$ cat config.mk
export PLATFORM = sky130hd
export DESIGN_NAME = script_token_lexer_core
export DESIGN_NICKNAME = d
export VERILOG_FILES = /design/src/design/stl_pkg.sv /design/src/design/stl_front.sv /design/src/design/stl_back.sv /design/src/design/script_token_lexer_core.sv
export SDC_FILE = /design/constraint.sdc
export NUM_CORES = 1
export LEC_CHECK = 0
export BUFFER_PORTS_ARGS = -buffer_cell sky130_fd_sc_hd__buf_4
export CORE_ASPECT_RATIO = 0.5
export CORE_MARGIN = 5
export CORE_UTILIZATION = 63
export CTS_CLUSTER_SIZE = 16
export DETAILED_ROUTE_END_ITERATION = 6
export PLACE_DENSITY = 0.8
export SLEW_MARGIN = 20
export SYNTH_ARGS = -nofsm -noshare
export SYNTH_HDL_FRONTEND = slang
export SYNTH_SLANG_ARGS = --single-unit
$ cat constraint.sdc
create_clock -name i_clk -period 7.4 [get_ports i_clk]
set_input_delay 0.74 -clock i_clk [delete_from_list [all_inputs] [get_ports i_clk]]
set_output_delay 0.74 -clock i_clk [all_outputs]
set_load 0.01 [all_outputs]
$ cat src/design/stl_pkg.sv
// Package for the script token lexer: payload structs, token codes, constants.
// Used by every module in design/.
`default_nettype none
package stl_pkg;
    localparam int POS_BITS_DEF = 16;

    localparam logic [1:0] RK_TEXT  = 2'd0;
    localparam logic [1:0] RK_END   = 2'd1;
    localparam logic [1:0] RK_ERROR = 2'd2;

    localparam logic [4:0] TK_EOF    = 5'd0;
    localparam logic [4:0] TK_BAD    = 5'd1;
    localparam logic [4:0] TK_IDENT  = 5'd2;
    localparam logic [4:0] TK_KEYW   = 5'd3;
    localparam logic [4:0] TK_INT    = 5'd4;
    localparam logic [4:0] TK_FLOAT  = 5'd5;
    localparam logic [4:0] TK_STRING = 5'd6;
    localparam logic [4:0] TK_PLUS   = 5'd7;
    localparam logic [4:0] TK_MINUS  = 5'd8;
    localparam logic [4:0] TK_TIMES  = 5'd9;
    localparam logic [4:0] TK_DIVIDE = 5'd10;
    localparam logic [4:0] TK_ASSIGN = 5'd11;
    localparam logic [4:0] TK_EQUAL  = 5'd12;
    localparam logic [4:0] TK_GT     = 5'd13;
    localparam logic [4:0] TK_GE     = 5'd14;
    localparam logic [4:0] TK_LT     = 5'd15;
    localparam logic [4:0] TK_LE     = 5'd16;
    localparam logic [4:0] TK_NE     = 5'd17;
    localparam logic [4:0] TK_NOT    = 5'd18;
    localparam logic [4:0] TK_AND    = 5'd19;
    localparam logic [4:0] TK_OR     = 5'd20;
    localparam logic [4:0] TK_LPAREN = 5'd21;
    localparam logic [4:0] TK_RPAREN = 5'd22;
    localparam logic [4:0] TK_SEMI   = 5'd23;

    typedef enum logic [10:0] {
        S_START  = 11'b000_0000_0001,
        S_ID     = 11'b000_0000_0010,
        S_NUM    = 11'b000_0000_0100,
        S_FLOAT  = 11'b000_0000_1000,
        S_STR    = 11'b000_0001_0000,
        S_ASSIGN = 11'b000_0010_0000,
        S_GREAT  = 11'b000_0100_0000,
        S_LESS   = 11'b000_1000_0000,
        S_NOT    = 11'b001_0000_0000,
        S_AND    = 11'b010_0000_0000,
        S_OR     = 11'b100_0000_0000
    } t_scan_state;

    typedef struct packed {
        logic [7:0] input_byte;
        logic       end_of_input;
    } t_in_word;

    typedef struct packed {
        logic [1:0]  result_kind;
        logic [7:0]  text_char;
        logic [4:0]  token_kind;
        logic [2:0]  keyword_index;
        logic [15:0] start_line;
        logic [15:0] start_column;
        logic        last_of_run;
    } t_out_word;

    // one accepted input expands to up to three results, packed as a bundle
    typedef struct packed {
        logic [1:0]  count;
        t_out_word   r0;
        t_out_word   r1;
        t_out_word   r2;
    } t_bundle;

    localparam logic [47:0] KW_PRINT = 48'h0074_6e69_7270;
    localparam logic [47:0] KW_IF    = 48'h0000_0000_6669;
    localparam logic [47:0] KW_THEN  = 48'h0000_6e65_6874;
    localparam logic [47:0] KW_ELIF  = 48'h0000_6669_6c65;
    localparam logic [47:0] KW_ELSE  = 48'h0000_6573_6c65;
    localparam logic [47:0] KW_ENDIF = 48'h0066_6964_6e65;
    localparam logic [7:0]  CH_UNDER = 8'h5f;
    localparam logic [7:0]  CH_DOT   = 8'h2e;
endpackage
`default_nettype wire

$ cat src/design/stl_front.sv
// Front end of the script token lexer: scanner state machine, positions and
// keyword match; produces one result bundle per accepted word. Uses stl_pkg.
`default_nettype none
module stl_front #(
    parameter int POS_BITS = stl_pkg::POS_BITS_DEF
) (
    input  wire              i_clk,
    input  wire              i_rst_n,
    input  wire              i_cfg_we,
    input  wire              i_cfg_data,
    input  wire              i_valid,
    input  wire stl_pkg::t_in_word i_word,
    output stl_pkg::t_bundle o_bundle
);
    localparam logic [POS_BITS-1:0] PMAX = {POS_BITS{1'b1}};

    stl_pkg::t_scan_state r_state, n_state;
    logic [7:0]          r_quote, n_quote;
    logic [POS_BITS-1:0] r_line, n_line, r_col, n_col, r_tline, n_tline, r_tcol, n_tcol;
    logic [47:0]         r_pre, n_pre;
    logic [2:0]          r_len, n_len;
    logic                r_halt, n_halt, r_first;

    stl_pkg::t_out_word res [3];
    logic [1:0] cnt;

    function automatic logic [15:0] clip(input logic [POS_BITS-1:0] v);
        if (POS_BITS > 16 && (v >> 16) != '0) return 16'hffff;
        return 16'(v);
    endfunction

    function automatic logic [POS_BITS-1:0] pinc(input logic [POS_BITS-1:0] v);
        return (v == PMAX) ? v : v + 1'b1;
    endfunction

    function automatic logic is_alpha(input logic [7:0] c);
        return (c >= 8'h61 && c <= 8'h7a) || (c >= 8'h41 && c <= 8'h5a);
    endfunction

    function automatic logic is_digit(input logic [7:0] c);
        return c >= 8'h30 && c <= 8'h39;
    endfunction

    function automatic logic [2:0] kw_lookup(input logic [47:0] p, input logic [2:0] l);
        if (l == 3'd5 && p == stl_pkg::KW_PRINT) return 3'd1;
        if (l == 3'd2 && p == stl_pkg::KW_IF)    return 3'd2;
        if (l == 3'd4 && p == stl_pkg::KW_THEN)  return 3'd3;
        if (l == 3'd4 && p == stl_pkg::KW_ELIF)  return 3'd4;
        if (l == 3'd4 && p == stl_pkg::KW_ELSE)  return 3'd5;
        if (l == 3'd5 && p == stl_pkg::KW_ENDIF) return 3'd6;
        return 3'd0;
    endfunction

    always_comb begin
        logic [7:0] c;
        logic       again;
        logic [2:0] kw;
        stl_pkg::t_out_word w;
        logic [POS_BITS-1:0] pfirst;
        c = i_word.input_byte;
        pfirst = POS_BITS'(r_first);
        n_state = r_state; n_quote = r_quote; n_line = r_line; n_col = r_col;
        n_tline = r_tline; n_tcol = r_tcol; n_pre = r_pre; n_len = r_len;
        n_halt = r_halt;
        cnt = 2'd0;
        again = 1'b0;
        kw = kw_lookup(r_pre, r_len);
        for (int k = 0; k < 3; k++) res[k] = '0;
        if (!r_halt) begin
            if (i_word.end_of_input) begin
                w = '0;
                w.result_kind = stl_pkg::RK_END;
                w.start_line = clip(r_tline);
                w.start_column = clip(r_tcol);
                case (r_state)
                    stl_pkg::S_ID: begin
                        w.token_kind = (kw != 3'd0) ? stl_pkg::TK_KEYW : stl_pkg::TK_IDENT;
                        w.keyword_index = kw;
                    end
                    stl_pkg::S_NUM:    w.token_kind = stl_pkg::TK_INT;
                    stl_pkg::S_FLOAT:  w.token_kind = stl_pkg::TK_FLOAT;
                    stl_pkg::S_ASSIGN: w.token_kind = stl_pkg::TK_ASSIGN;
                    stl_pkg::S_GREAT:  w.token_kind = stl_pkg::TK_GT;
                    stl_pkg::S_LESS:   w.token_kind = stl_pkg::TK_LT;
                    stl_pkg::S_NOT:    w.token_kind = stl_pkg::TK_NOT;
                    default: ;
                endcase
                if (r_state == stl_pkg::S_STR || r_state == stl_pkg::S_AND
                        || r_state == stl_pkg::S_OR) begin
                    res[0] = '0;
                    res[0].result_kind = stl_pkg::RK_ERROR;
                    res[0].start_line = clip(r_line);
                    res[0].start_column = clip(r_col);
                    cnt = 2'd1;
                    n_halt = 1'b1;
                end else begin
                    if (r_state != stl_pkg::S_START) begin
                        res[0] = w;
                        cnt = 2'd1;
                    end
                    w = '0;
                    w.result_kind = stl_pkg::RK_END;
                    w.token_kind = stl_pkg::TK_EOF;
                    w.start_line = clip(r_line);
                    w.start_column = clip(r_col);
                    res[cnt] = w;
                    cnt = cnt + 2'd1;
                    n_tline = r_line; n_tcol = r_col;
                    n_state = stl_pkg::S_START;
                    n_line = pfirst; n_col = '0;
                    n_pre = '0; n_len = '0;
                end
            end else begin
                n_col = pinc(r_col);
                // first pass: state-specific handling; may ask for a replay in start
                w = '0;
                w.result_kind = stl_pkg::RK_END;
                w.start_line = clip(r_tline);
                w.start_column = clip(r_tcol);
                case (r_state)
                    stl_pkg::S_ID: begin
                        if (is_alpha(c) || is_digit(c) || c == stl_pkg::CH_UNDER) begin
                            if (r_len < 3'd6) n_pre = r_pre | (48'(c) << (8 * r_len));
                            if (r_len < 3'd7) n_len = r_len + 3'd1;
                            res[0].text_char = c; cnt = 2'd1;
                        end else begin
                            w.token_kind = (kw != 3'd0) ? stl_pkg::TK_KEYW : stl_pkg::TK_IDENT;
                            w.keyword_index = kw;
                            res[0] = w; cnt = 2'd1; again = 1'b1;
                        end
                    end
                    stl_pkg::S_NUM: begin
                        if (is_digit(c) || c == stl_pkg::CH_DOT) begin
                            res[0].text_char = c; cnt = 2'd1;
                            if (c == stl_pkg::CH_DOT) n_state = stl_pkg::S_FLOAT;
                        end else begin
                            w.token_kind = stl_pkg::TK_INT;
                            res[0] = w; cnt = 2'd1; again = 1'b1;
                        end
                    end
                    stl_pkg::S_FLOAT: begin
                        if (is_digit(c)) begin
                            res[0].text_char = c; cnt = 2'd1;
                        end else begin
                            w.token_kind = stl_pkg::TK_FLOAT;
                            res[0] = w; cnt = 2'd1; again = 1'b1;
                        end
                    end
                    stl_pkg::S_STR: begin
                        if (c != r_quote) begin
                            res[0].text_char = c; cnt = 2'd1;
                        end else begin
                            w.token_kind = stl_pkg::TK_STRING;
                            res[0] = w; cnt = 2'd1;
                            n_state = stl_pkg::S_START;
                        end
                    end
                    stl_pkg::S_ASSIGN, stl_pkg::S_GREAT, stl_pkg::S_LESS,
                    stl_pkg::S_NOT: begin
                        n_state = stl_pkg::S_START;
                        if (c == 8'h3d) begin
                            res[0].text_char = c;
                            case (r_state)
                                stl_pkg::S_ASSIGN: w.token_kind = stl_pkg::TK_EQUAL;
                                stl_pkg::S_GREAT:  w.token_kind = stl_pkg::TK_GE;
                                stl_pkg::S_LESS:   w.token_kind = stl_pkg::TK_LE;
                                default:           w.token_kind = stl_pkg::TK_NE;
                            endcase
                            res[1] = w; cnt = 2'd2;
                        end else begin
                            case (r_state)
                                stl_pkg::S_ASSIGN: w.token_kind = stl_pkg::TK_ASSIGN;
                                stl_pkg::S_GREAT:  w.token_kind = stl_pkg::TK_GT;
                                stl_pkg::S_LESS:   w.token_kind = stl_pkg::TK_LT;
                                default:           w.token_kind = stl_pkg::TK_NOT;
                            endcase
                            res[0] = w; cnt = 2'd1; again = 1'b1;
                        end
                    end
                    stl_pkg::S_AND, stl_pkg::S_OR: begin
                        if (c == ((r_state == stl_pkg::S_AND) ? 8'h26 : 8'h7c)) begin
                            res[0].text_char = c;
                            w.token_kind = (r_state == stl_pkg::S_AND) ? stl_pkg::TK_AND
                                                                      : stl_pkg::TK_OR;
                            res[1] = w; cnt = 2'd2;
                            n_state = stl_pkg::S_START;
                        end else begin
                            res[0].result_kind = stl_pkg::RK_ERROR;
                            res[0].start_line = clip(r_line);
                            res[0].start_column = clip(n_col);
                            cnt = 2'd1; n_halt = 1'b1;
                        end
                    end
                    default: again = 1'b1;
                endcase
                // start-state pass, run directly or as the replay
                if (again) begin
                    n_state = stl_pkg::S_START;
                    n_tline = r_line; n_tcol = n_col;
                    w = '0;
                    w.result_kind = stl_pkg::RK_END;
                    w.start_line = clip(r_line);
                    w.start_column = clip(n_col);
                    if (c == 8'h20 || c == 8'h09) begin
                    end else if (c == 8'h0a) begin
                        n_line = pinc(r_line); n_col = '0;
                    end else if (is_alpha(c)) begin
                        n_state = stl_pkg::S_ID;
                        n_pre = 48'(c); n_len = 3'd1;
                        res[cnt] = '0; res[cnt].text_char = c; cnt = cnt + 2'd1;
                    end else if (is_digit(c)) begin
                        n_state = stl_pkg::S_NUM;
                        res[cnt] = '0; res[cnt].text_char = c; cnt = cnt + 2'd1;
                    end else if (c == 8'h27 || c == 8'h22) begin
                        n_state = stl_pkg::S_STR; n_quote = c;
                    end else begin
                        res[cnt] = '0; res[cnt].text_char = c; cnt = cnt + 2'd1;
                        w.token_kind = stl_pkg::TK_EOF;
                        case (c)
                            8'h2b: w.token_kind = stl_pkg::TK_PLUS;
                            8'h2d: w.token_kind = stl_pkg::TK_MINUS;
                            8'h2a: w.token_kind = stl_pkg::TK_TIMES;
                            8'h2f: w.token_kind = stl_pkg::TK_DIVIDE;
                            8'h3d: n_state = stl_pkg::S_ASSIGN;
                            8'h3e: n_state = stl_pkg::S_GREAT;
                            8'h3c: n_state = stl_pkg::S_LESS;
                            8'h21: n_state = stl_pkg::S_NOT;
                            8'h26: n_state = stl_pkg::S_AND;
                            8'h7c: n_state = stl_pkg::S_OR;
                            8'h28: w.token_kind = stl_pkg::TK_LPAREN;
                            8'h29: w.token_kind = stl_pkg::TK_RPAREN;
                            8'h3b: w.token_kind = stl_pkg::TK_SEMI;
                            default: w.token_kind = stl_pkg::TK_BAD;
                        endcase
                        if (n_state == stl_pkg::S_START) begin
                            res[cnt] = w; cnt = cnt + 2'd1;
                        end
                    end
                end
            end
        end
        if (cnt != 2'd0) res[cnt - 2'd1].last_of_run = 1'b1;
    end

    assign o_bundle.count = cnt;
    assign o_bundle.r0 = res[0];
    assign o_bundle.r1 = res[1];
    assign o_bundle.r2 = res[2];

    always_ff @(posedge i_clk) begin
        if (!i_rst_n) begin
            r_state <= stl_pkg::S_START;
            r_quote <= '0;
            r_line  <= POS_BITS'(1);
            r_col   <= '0;
            r_tline <= '0;
            r_tcol  <= '0;
            r_pre   <= '0;
            r_len   <= '0;
            r_halt  <= 1'b0;
            r_first <= 1'b1;
        end else if (i_cfg_we) begin
            r_first <= i_cfg_data;
            r_line  <= POS_BITS'(i_cfg_data);
        end else if (i_valid) begin
            r_state <= n_state;
            r_quote <= n_quote;
            r_line  <= n_line;
            r_col   <= n_col;
            r_tline <= n_tline;
            r_tcol  <= n_tcol;
            r_pre   <= n_pre;
            r_len   <= n_len;
            r_halt  <= n_halt;
        end
    end

`ifndef ASSERT_OFF
    a_halt_sticky: assert property (@(posedge i_clk) disable iff (!i_rst_n)
        r_halt |=> r_halt) else $error("halt cleared");
    a_halt_quiet: assert property (@(posedge i_clk) disable iff (!i_rst_n)
        r_halt |-> cnt == 2'd0) else $error("results while halted");
    a_state_hot: assert property (@(posedge i_clk) disable iff (!i_rst_n)
        $onehot(r_state)) else $error("state not one-hot");
`endif
endmodule
`default_nettype wire

$ cat src/design/stl_back.sv
// Back end of the script token lexer: bundle queue and result unpacker that
// streams results one per pop. Uses stl_pkg.
`default_nettype none
module stl_back (
    input  wire               i_clk,
    input  wire               i_rst_n,
    input  wire               i_push,
    input  wire stl_pkg::t_bundle i_bundle,
    output logic              o_full,
    output logic              o_empty,
    input  wire               i_pop,
    output stl_pkg::t_out_word o_word
);
    localparam int DEPTH = 4;

    stl_pkg::t_bundle r_mem [DEPTH];
    logic [1:0] r_wp, r_rp;
    logic [2:0] r_cnt, n_cnt;
    logic [1:0] r_sub;
    stl_pkg::t_bundle head;
    logic wr, rd;

    assign head = r_mem[r_rp];
    assign o_full = (r_cnt == 3'(DEPTH));
    assign o_empty = (r_cnt == 3'd0);
    assign wr = i_push && !o_full && (i_bundle.count != 2'd0);
    assign rd = i_pop && !o_empty && (r_sub == head.count - 2'd1);

    always_comb begin
        case (r_sub)
            2'd0: o_word = head.r0;
            2'd1: o_word = head.r1;
            default: o_word = head.r2;
        endcase
        n_cnt = r_cnt + 3'(wr) - 3'(rd);
    end

    always_ff @(posedge i_clk) begin
        if (wr) r_mem[r_wp] <= i_bundle;
    end

    always_ff @(posedge i_clk) begin
        if (!i_rst_n) begin
            r_wp <= '0; r_rp <= '0; r_cnt <= '0; r_sub <= '0;
        end else begin
            if (wr) r_wp <= r_wp + 2'd1;
            if (rd) begin
                r_rp <= r_rp + 2'd1;
                r_sub <= '0;
            end else if (i_pop && !o_empty) begin
                r_sub <= r_sub + 2'd1;
            end
            r_cnt <= n_cnt;
        end
    end

`ifndef ASSERT_OFF
    a_no_over: assert property (@(posedge i_clk) disable iff (!i_rst_n)
        r_cnt <= 3'(DEPTH)) else $error("queue overflow");
    a_sub_range: assert property (@(posedge i_clk) disable iff (!i_rst_n)
        !o_empty |-> r_sub < head.count) else $error("sub index past bundle");
    a_last_flag: assert property (@(posedge i_clk) disable iff (!i_rst_n)
        rd |-> o_word.last_of_run) else $error("bundle end without last flag");
`endif
endmodule
`default_nettype wire

$ cat src/design/script_token_lexer_core.sv
// Script token lexer top level. A pushed word's results are registered into the
// queue as a bundle; empty falls with that write. Throughput: one input word per
// cycle; a word yields up to three results, drained one per pop from a 4-bundle
// queue, so bursts of 2-3 results throttle input while the queue is full.
// Reset: synchronous active low; clears scanner, queue and sets line base to 1.
`default_nettype none
module script_token_lexer_core #(
    parameter int POS_BITS = stl_pkg::POS_BITS_DEF
) (
    input  wire                i_clk,
    input  wire                i_rst_n,
    input  wire                i_cfg_we,
    input  wire                i_cfg_data,
    input  wire                push,
    output logic               full,
    input  wire stl_pkg::t_in_word i_in,
    output logic               empty,
    input  wire                pop,
    output stl_pkg::t_out_word o_out
);
    stl_pkg::t_bundle bundle;
    logic acc;

    assign acc = push && !full;

    stl_front #(.POS_BITS(POS_BITS)) u_front (
        .i_clk(i_clk), .i_rst_n(i_rst_n), .i_cfg_we(i_cfg_we), .i_cfg_data(i_cfg_data),
        .i_valid(acc), .i_word(i_in), .o_bundle(bundle)
    );

    stl_back u_back (
        .i_clk(i_clk), .i_rst_n(i_rst_n), .i_push(acc), .i_bundle(bundle),
        .o_full(full), .o_empty(empty), .i_pop(pop), .o_word(o_out)
    );
endmodule
`default_nettype wire
**Word-level counts from Yosys, hierarchy flattened**

Memories as Yosys holds them, arrays and structs flattened. A register that Yosys moved wholly into a read port is not among the register bits.
Index checks and enable logic that the tools add are counted.

- Register bits: 145
- RAM bits: 620
- Output and inout port bits: 53
- Bits of input ports: 15
- Memories: 1

- Eq/ne operators: 59
- Mux-type cells: 212
- Bitwise logic cells: 15
- Shift-type cells: 1
- Reduce and logical (&&, ||, !) cells: 52
- Magnitude comparators: 16
- Add/sub/neg operators: 13

Memories:

| name | depth | bits a word | read ports | clocked after Yosys merged registers in | write ports | line | source |
|---|---|---|---|---|---|---|---|
| u_back.r_mem | 4 | 155 | 1 | 1 | 1 | stl_back.sv:16 | `stl_pkg::t_bundle r_mem [DEPTH];` |

Operators with widths:

| cell | count |
|---|---|
| 153-bit two-way mux | 10 |
| 153-bit bitwise mux | 4 |
| 51-bit demux with 2-bit select | 5 |
| 51-bit two-way mux | 9 |
| 48-bit two-way mux | 9 |
| 16-bit two-way mux | 18 |
| 11-bit two-way mux | 20 |
| 51-bit one-hot mux with 2 select lines | 2 |
| 32-bit one-hot mux with 6 select lines | 1 |
| 153-bit AND | 1 |
| 153-bit inverter | 1 |
| 50-bit two-way mux | 3 |
| 48-bit by 31-bit equality test with 1-bit output (second input constant) | 3 |
| 8-bit by 6-bit equality test with 1-bit output (second input constant) | 16 |
| 39-bit two-way mux | 3 |
| 102-bit two-way mux | 1 |
| 48-bit by 39-bit equality test with 1-bit output (second input constant) | 2 |
| 32-bit two-way mux | 3 |
| 41-bit two-way mux | 2 |
| 3-bit two-way mux | 24 |
| 11-bit one-hot mux with 6 select lines | 1 |
| 8-bit two-way mux | 8 |
| 10-bit one-hot mux with 6 select lines | 1 |
| 49-bit two-way mux | 1 |
| 73 further kinds | 220 |

**Longest topological paths before layout**

- Depth in word-level cells: 44
- Gate-level depth with buffers: 15
- Mapped depth without buffers: 12

**Modules after synthesis**

A second synthesis with hierarchy kept.

- Cell total of the unflattened synthesis: 2410
- Area, all modules: 33883.7 sq um

Modules (own cells, without submodules):

| module | seq. area each (sq um) | times used | area an instance (sq um) | cells each |
|---|---|---|---|---|
| stl_back | 18838.1 | 1 | 23790.3 | 1046 |
| stl_front | 2722.6 | 1 | 10079.7 | 1363 |
| script_token_lexer_core | 0.0 | 1 | 13.8 | 1 |

**Worst setup path before layout**

Ideal clock, no wire load.

- Kind: input to register
- From: input i_in[8] (netlist bit)
- To: memory u_back.r_mem[0][0] (netlist bit) (enable)
- Data arrival time: 5.977 ns
- Library setup time: 0.524 ns
- Data required time: 6.876 ns
- Setup slack: 0.899 ns
- Stages on the path: 8
- Cells stage by stage: buf_2 -> or4b_1 -> o31a_1 -> o21a_1 -> nor3_4 -> o21ai_2 -> a31oi_2 -> and2_1

- Cells in the longest elaborated chain, start to end: 24
- Elaborated cells on any way between the ends: 66
- Those cells by class: add/sub: 2; order compare: 6; eq/ne: 15; mux: 32; reduce/logical: 11

Ends and longest elaborated chain:

| what | line | source |
|---|---|---|
| from (decl) | script_token_lexer_core.sv:16 | `input wire stl_pkg::t_in_word i_in,` |
| 8-bit by 7-bit equality test with 1-bit output, or another cell as far along | stl_front.sv:219 | `case (c)` |
| 11-bit one-hot mux with 6 select lines | stl_front.sv:219 |  |
| 11-bit two-way mux | stl_front.sv:214 | `end else if (c == 8'h27 \|\| c == 8'h22) begin` |
| 11-bit two-way mux | stl_front.sv:211 | `end else if (is_digit(c)) begin` |
| 11-bit two-way mux | stl_front.sv:207 | `end else if (is_alpha(c)) begin` |
| 11-bit two-way mux | stl_front.sv:205 | `end else if (c == 8'h0a) begin` |
| 11-bit two-way mux | stl_front.sv:204 | `if (c == 8'h20 \|\| c == 8'h09) begin` |
| 11-bit two-way mux | stl_front.sv:197 | `if (again) begin` |
| [... 9 more ...] | - |  |
| 2-bit two-way mux (*) | stl_front.sv:197 |  |
| 2-bit two-way mux (*) | stl_front.sv:70 | `if (i_word.end_of_input) begin` |
| 2-bit two-way mux (*) | stl_front.sv:69 | `if (!r_halt) begin` |
| 2-bit nonzero test (*) | stl_back.sv:26 | `assign wr = i_push && !o_full && (i_bundle.count != 2'd0);` |
| 1-bit logical AND (*) | stl_back.sv:26 |  |
| via u_back.wr | stl_back.sv:21 | `logic wr, rd;` |
| 1-bit two-way mux (*) | stl_back.sv:39 | `if (wr) r_mem[r_wp] <= i_bundle;` |
| 1-bit two-way mux (not written as such) (*) | stl_back.sv:39 |  |
| to (decl) | stl_back.sv:16 |  |

The timed path passes the listed nets; every way through them passes the cells marked *. The select of a mux whose other input is x is not followed.

**Worst setup path in the final report**

- From: register u_front.r_state[6]
- To: memory u_back.r_mem[2][72] (netlist bit) (enable)

- Cells in the longest elaborated chain, start to end: 22
- Elaborated cells on any way between the ends: 47
- Those cells by class: add/sub: 3; eq/ne: 12; mux: 24; reduce/logical: 8

Ends and longest elaborated chain:

| what | line | source |
|---|---|---|
| from (decl) | stl_front.sv:17 | `stl_pkg::t_scan_state r_state, n_state;` |
| from (signal assigned) | stl_front.sv:252 | `r_state <= stl_pkg::S_START;` |
| from (signal assigned) | stl_front.sv:266 | `r_state <= n_state;` |
| 11-bit by 10-bit equality test with 1-bit output | stl_front.sv:88, stl_front.sv:120, stl_front.sv:181 |  |
| 7-bit two-way mux | stl_front.sv:181 | `if (c == ((r_state == stl_pkg::S_AND) ? 8'h26 : 8'h7c)) begin` |
| 8-bit equality test | stl_front.sv:181 |  |
| 2-bit two-way mux | stl_front.sv:181 |  |
| 2-bit one-hot mux with 3 select lines | stl_front.sv:120 | `case (r_state)` |
| 2-bit two-way mux | stl_front.sv:70 |  |
| 2-bit two-way mux | stl_front.sv:69 |  |
| 2-bit by 1-bit adder with 2-bit output | stl_front.sv:210, stl_front.sv:213, stl_front.sv:217 |  |
| [... 7 more ...] | - |  |
| 2-bit two-way mux | stl_front.sv:197 |  |
| 2-bit two-way mux (*) | stl_front.sv:70 |  |
| 2-bit two-way mux (*) | stl_front.sv:69 |  |
| 2-bit nonzero test (*) | stl_back.sv:26 |  |
| 1-bit logical AND (*) | stl_back.sv:26 |  |
| via u_back.wr | stl_back.sv:21 |  |
| 1-bit two-way mux (*) | stl_back.sv:39 |  |
| 1-bit two-way mux (not written as such) (*) | stl_back.sv:39 |  |

Marks and branches as above.

==> results.sh <==
export IMPL_critPathLaunch="u_front.r_state[6]"
export IMPL_worst_r2r_endpoint="u_back.r_mem[2][72]"
export IMPL_largest_net_degree_at_the_start_of_global_routing=148
export IMPL_logic_gate_share_of_total_power_pct=22.3
export IMPL_slew_headroom_pct=19.90
export IMPL_gp_congestion=0.9489
export IMPL_ioPinCount=68
export IMPL_worst_path_max_fanout=47
export IMPL_setup_worst_path_end_class="register"
export IMPL_netlist_area_um2=32660
export IMPL_power_report_internal_total_mw=7.487
export IMPL_port_buffers=67
export IMPL_h_tree_depth=2
export IMPL_drt_first_pass_iters=6
export IMPL_final_max_slew_violation_count=0
export IMPL_rsz_0062_raised_after_global_routing="false"
export IMPL_synth_top_area_cell="edfxtp_1"
export IMPL_worstReg2RegStart="u_front.r_state[6]"
export IMPL_peakVddDrop_mv=0.2076
export IMPL_via_count_of_the_first_global_routing_pass=20907
export IMPL_tritoncts="done"
export IMPL_vias_per_cell=6.755
export IMPL_postSynth_asyncResetShare_pct=0
export IMPL_routed_wirelength_um=81600
export IMPL_postRouteAntennaNets=0
export IMPL_synth_seq_area_share_pct=63.07
export IMPL_die_span_x_um=332.0
export IMPL_timing_worst_slew_pin_value_ps=1202
export IMPL_yosysWarnings=0
export IMPL_timing_reg2reg_setup_slack_ps=2750
export IMPL_global_route_wire_length_before_repair_um=125700
export IMPL_synth_edf_count=588
export IMPL_design_core_area_um2=51600
export IMPL_dp_hpwl_um=48940
export IMPL_grt_overflow=0
export IMPL_drtIter0Drc=2856
export IMPL_insertion_delay_ps=630
export IMPL_timing_hold_violations_final=0
export IMPL_synth_area_leaders="edfxtp_1 54%, mux4_2 10%, dfxtp_1 9.0%"
export IMPL_worst_slack_on_hold_paths_ps=368.5
export IMPL_critical_path_required_ps=7660
export IMPL_sw_frac_of_total_pct=28.65
export IMPL_final_min_period_over_clock_period_pct=62.85
export IMPL_crit_path_start_kind="register"
export IMPL_gr_usage_all_layers_pct=28.77
export IMPL_design_final_nets=2395
export IMPL_worstRegToRegCells=8
export IMPL_num_clock_sinks=735
export IMPL_maxClockFrequency_ghz=0.2150
export IMPL_netSwitchingPower_mw=3.006
export IMPL_fin_worst_skew_ps=16.62
export IMPL_die_area_um2=56780
export IMPL_die_h_um=171.0
export IMPL_top_cell_type_s_share_of_synthesized_area_pct=54.06
export IMPL_post_synth_inst_count=2353
export IMPL_stdcell_count=3119
export IMPL_setup_violations_final=0
export IMPL_placementRows=59
export IMPL_drv_cap=0
export IMPL_cts_root_to_sink_buffers=3
export IMPL_routedWlPerCell_um=26.16
export IMPL_clock_network_fraction_of_design_power_pct=30.3
export IMPL_run_status="finished clean"
export IMPL_p_leak_nw=11.99
export IMPL_ctsRootBufferMaster="clkbuf_16"
export IMPL_design_power_total_mw=10.49
export IMPL_dp_cells=3003
export IMPL_synth_main_ff_cell="edfxtp_1"
export IMPL_seq_power_share_pct=47.4
export IMPL_antenna_found_initial=1
export IMPL_starting_utilization_of_the_core_area_pct=63.30
export IMPL_cts_hold_fix_buffers=0
export IMPL_num_fill_cells=3340
export IMPL_dr_total_vias=21070
export IMPL_clock_pin_transition_on_the_worst_setup_and_hold_timing_paths_ps=70
export IMPL_final_layout_size_suffix_gt1_share_pct=17.71
export IMPL_layout_overhead_on_the_synthesized_area_pct=9.477
export IMPL_mapped_avg_cell_area_um2=13.88
export IMPL_hold_path_class="in -> reg"
export IMPL_cts_resized=0
export IMPL_final_tns_setup_ps=0
export IMPL_synth_seq_cells=735
export IMPL_finalCriticalPeriod_ps=4651
export IMPL_power_per_cell_area_nw_per_um2=293.4
export IMPL_cp_arrival_ps=4910
export IMPL_detailed_route_drc_error_count=0
export IMPL_number_of_clock_buffers_inserted_by_tritoncts=60
export IMPL_post_synth_num_cell_types=92
export IMPL_crit_path_end="u_back.r_mem[2][72]"
export IMPL_worstSetupPathType="reg -> reg"
export IMPL_cts_repair_timing_setup_buffer_count=0
==> cells in the mapped netlist (28+ instances only) <==
| library cell | number |
|---|---|
| buf_1 | 28 |
| and2_1 | 44 |
| mux2i_1 | 52 |
| clkbuf_1 | 117 |
| buf_2 | 33 |
| o21ai_0 | 37 |
| a22oi_1 | 63 |
| nand2_1 | 254 |
| dfxtp_1 | 147 |
| a21oi_1 | 116 |
| edfxtp_1 | 588 |
| nor2_1 | 155 |
| mux4_2 | 147 |
| a211oi_1 | 47 |
| nor3_1 | 46 |
| inv_1 | 40 |
| xnor2_1 | 32 |
==> flip-flops by register name, indices dropped and copies added, names as in the netlist, named ones only <==
register / count
u_front.r_quote: 8
u_back.r_rp: 2
u_front.r_first: 1
u_back.r_cnt: 3
u_back.r_sub: 2
u_back.r_wp: 2
u_front.r_len: 3
u_front.r_line: 16
u_back.r_mem: 588
u_front.r_tline: 16
u_front.r_col: 16
u_front.r_tcol: 16
u_front.r_pre: 48
u_front.r_halt: 1
u_front.r_state: 11
==> cell usage in the layout, fill, tap and decap left out, drive strengths merged, types with 20 or more instances in the layout <==
cell type,instances
a211oi,50
a21oi,117
a22o,20
a22oi,63
and2,45
buf,106
clkbuf,84
clkinv,22
conb,32
dfxtp,147
edfxtp,588
inv,44
mux2i,52
mux4,147
nand2,254
nand3,26
nand4,20
nor2,155
nor3,64
nor3b,25
nor4,22
o21ai,41
or3,22
xnor2,32
==> power by group through the flow <==
stage	sequential, mW	combinational, mW	clock [mW]
after floorplan	5.05	1.40	0
after global placement	5.04	2.31	0
after detailed placement	5.06	2.35	0
after CTS	4.97	2.36	3.20
after global routing	5.00	2.50	3.39
final	4.97	2.34	3.18
==> per-stage QoR <==
| step | util [%] | worst slack (ps) | area [um2] |
|---|---|---|---|
| 2_1_floorplan | - | 898.9 | 32780 |
| 3_3_place_gp | 65.49 | 2523 | 33790 |
| 3_5_place_dp | 65.49 | 2461 | 33790 |
| 4_1_cts | 69.26 | 2814 | 35740 |
| 5_1_grt | 69.30 | 2563 | 35760 |
| 6_report | 69.30 | 2749 | 35760 |
==> logic make-up after synthesis <==
| logic type | share of synthesized area, % |
|---|---|
| flip-flops | 63.07 |
| AND/OR/NAND/NOR | 10.69 |
| AO/OA/AOI/OAI | 9.753 |
| buffers and inverters | 2.896 |
| multiplexers | 11.80 |
| XOR/XNOR | 1.153 |
| adder cells (fa/ha/maj) | 0.6282 |
| other | 0.01148 |
==> final cells by class <==
class	count	area (um2)	share of cell area [%]
tap	701	877.1	2.453
inverter	40	150.1	0.4199
sequential	735	20610	57.63
clock inverter	30	231.5	0.6473
antenna	1	2.502	0.006998
multi-input combinational	1422	11300	31.60
timing repair buffer	106	874.6	2.446
clock buffer	84	1715	4.797
==> how the worst min path moves through the flow <==
| stage | start | to | slack [ps] | cells past startpoint |
|---|---|---|---|---|
| after global placement | u_front.r_pre[7] | u_front.r_pre[7] | 410 | 2 |
| after detailed placement | u_front.r_pre[7] | u_front.r_pre[7] | 410 | 2 |
| after global routing | i_cfg_data | u_front.r_first | 370 | 3 |
| final | i_cfg_data | u_front.r_first | 370 | 3 |
| after CTS | i_cfg_data | u_front.r_first | 350 | 3 |
| after floorplan | u_front.r_pre[15] | u_front.r_pre[15] | 400 | 2 |
==> metal layers <==
| metal | up-vias | wire length [um] | track usage [%] |
|---|---|---|---|
| met5 | - | 0 | 0 |
| met4 | 0 | 2437 | 8.362 |
| met3 | 183 | 7453 | 4.981 |
| met2 | 1144 | 37260 | 44.37 |
| met1 | 10627 | 34450 | 43.15 |
| li1 | 9116 | - | - |
==> critical path, cell delays in order (launching register included) <==
cell and delay (ps):
dfxtp_1 460, nor3_4 320, nand4_1 350, a2111oi_2 560, a211o_1 530, o21ai_2 150, a31oi_2 480, and2_4 770
buf_4 580
Power figures use the tool's default switching activity.
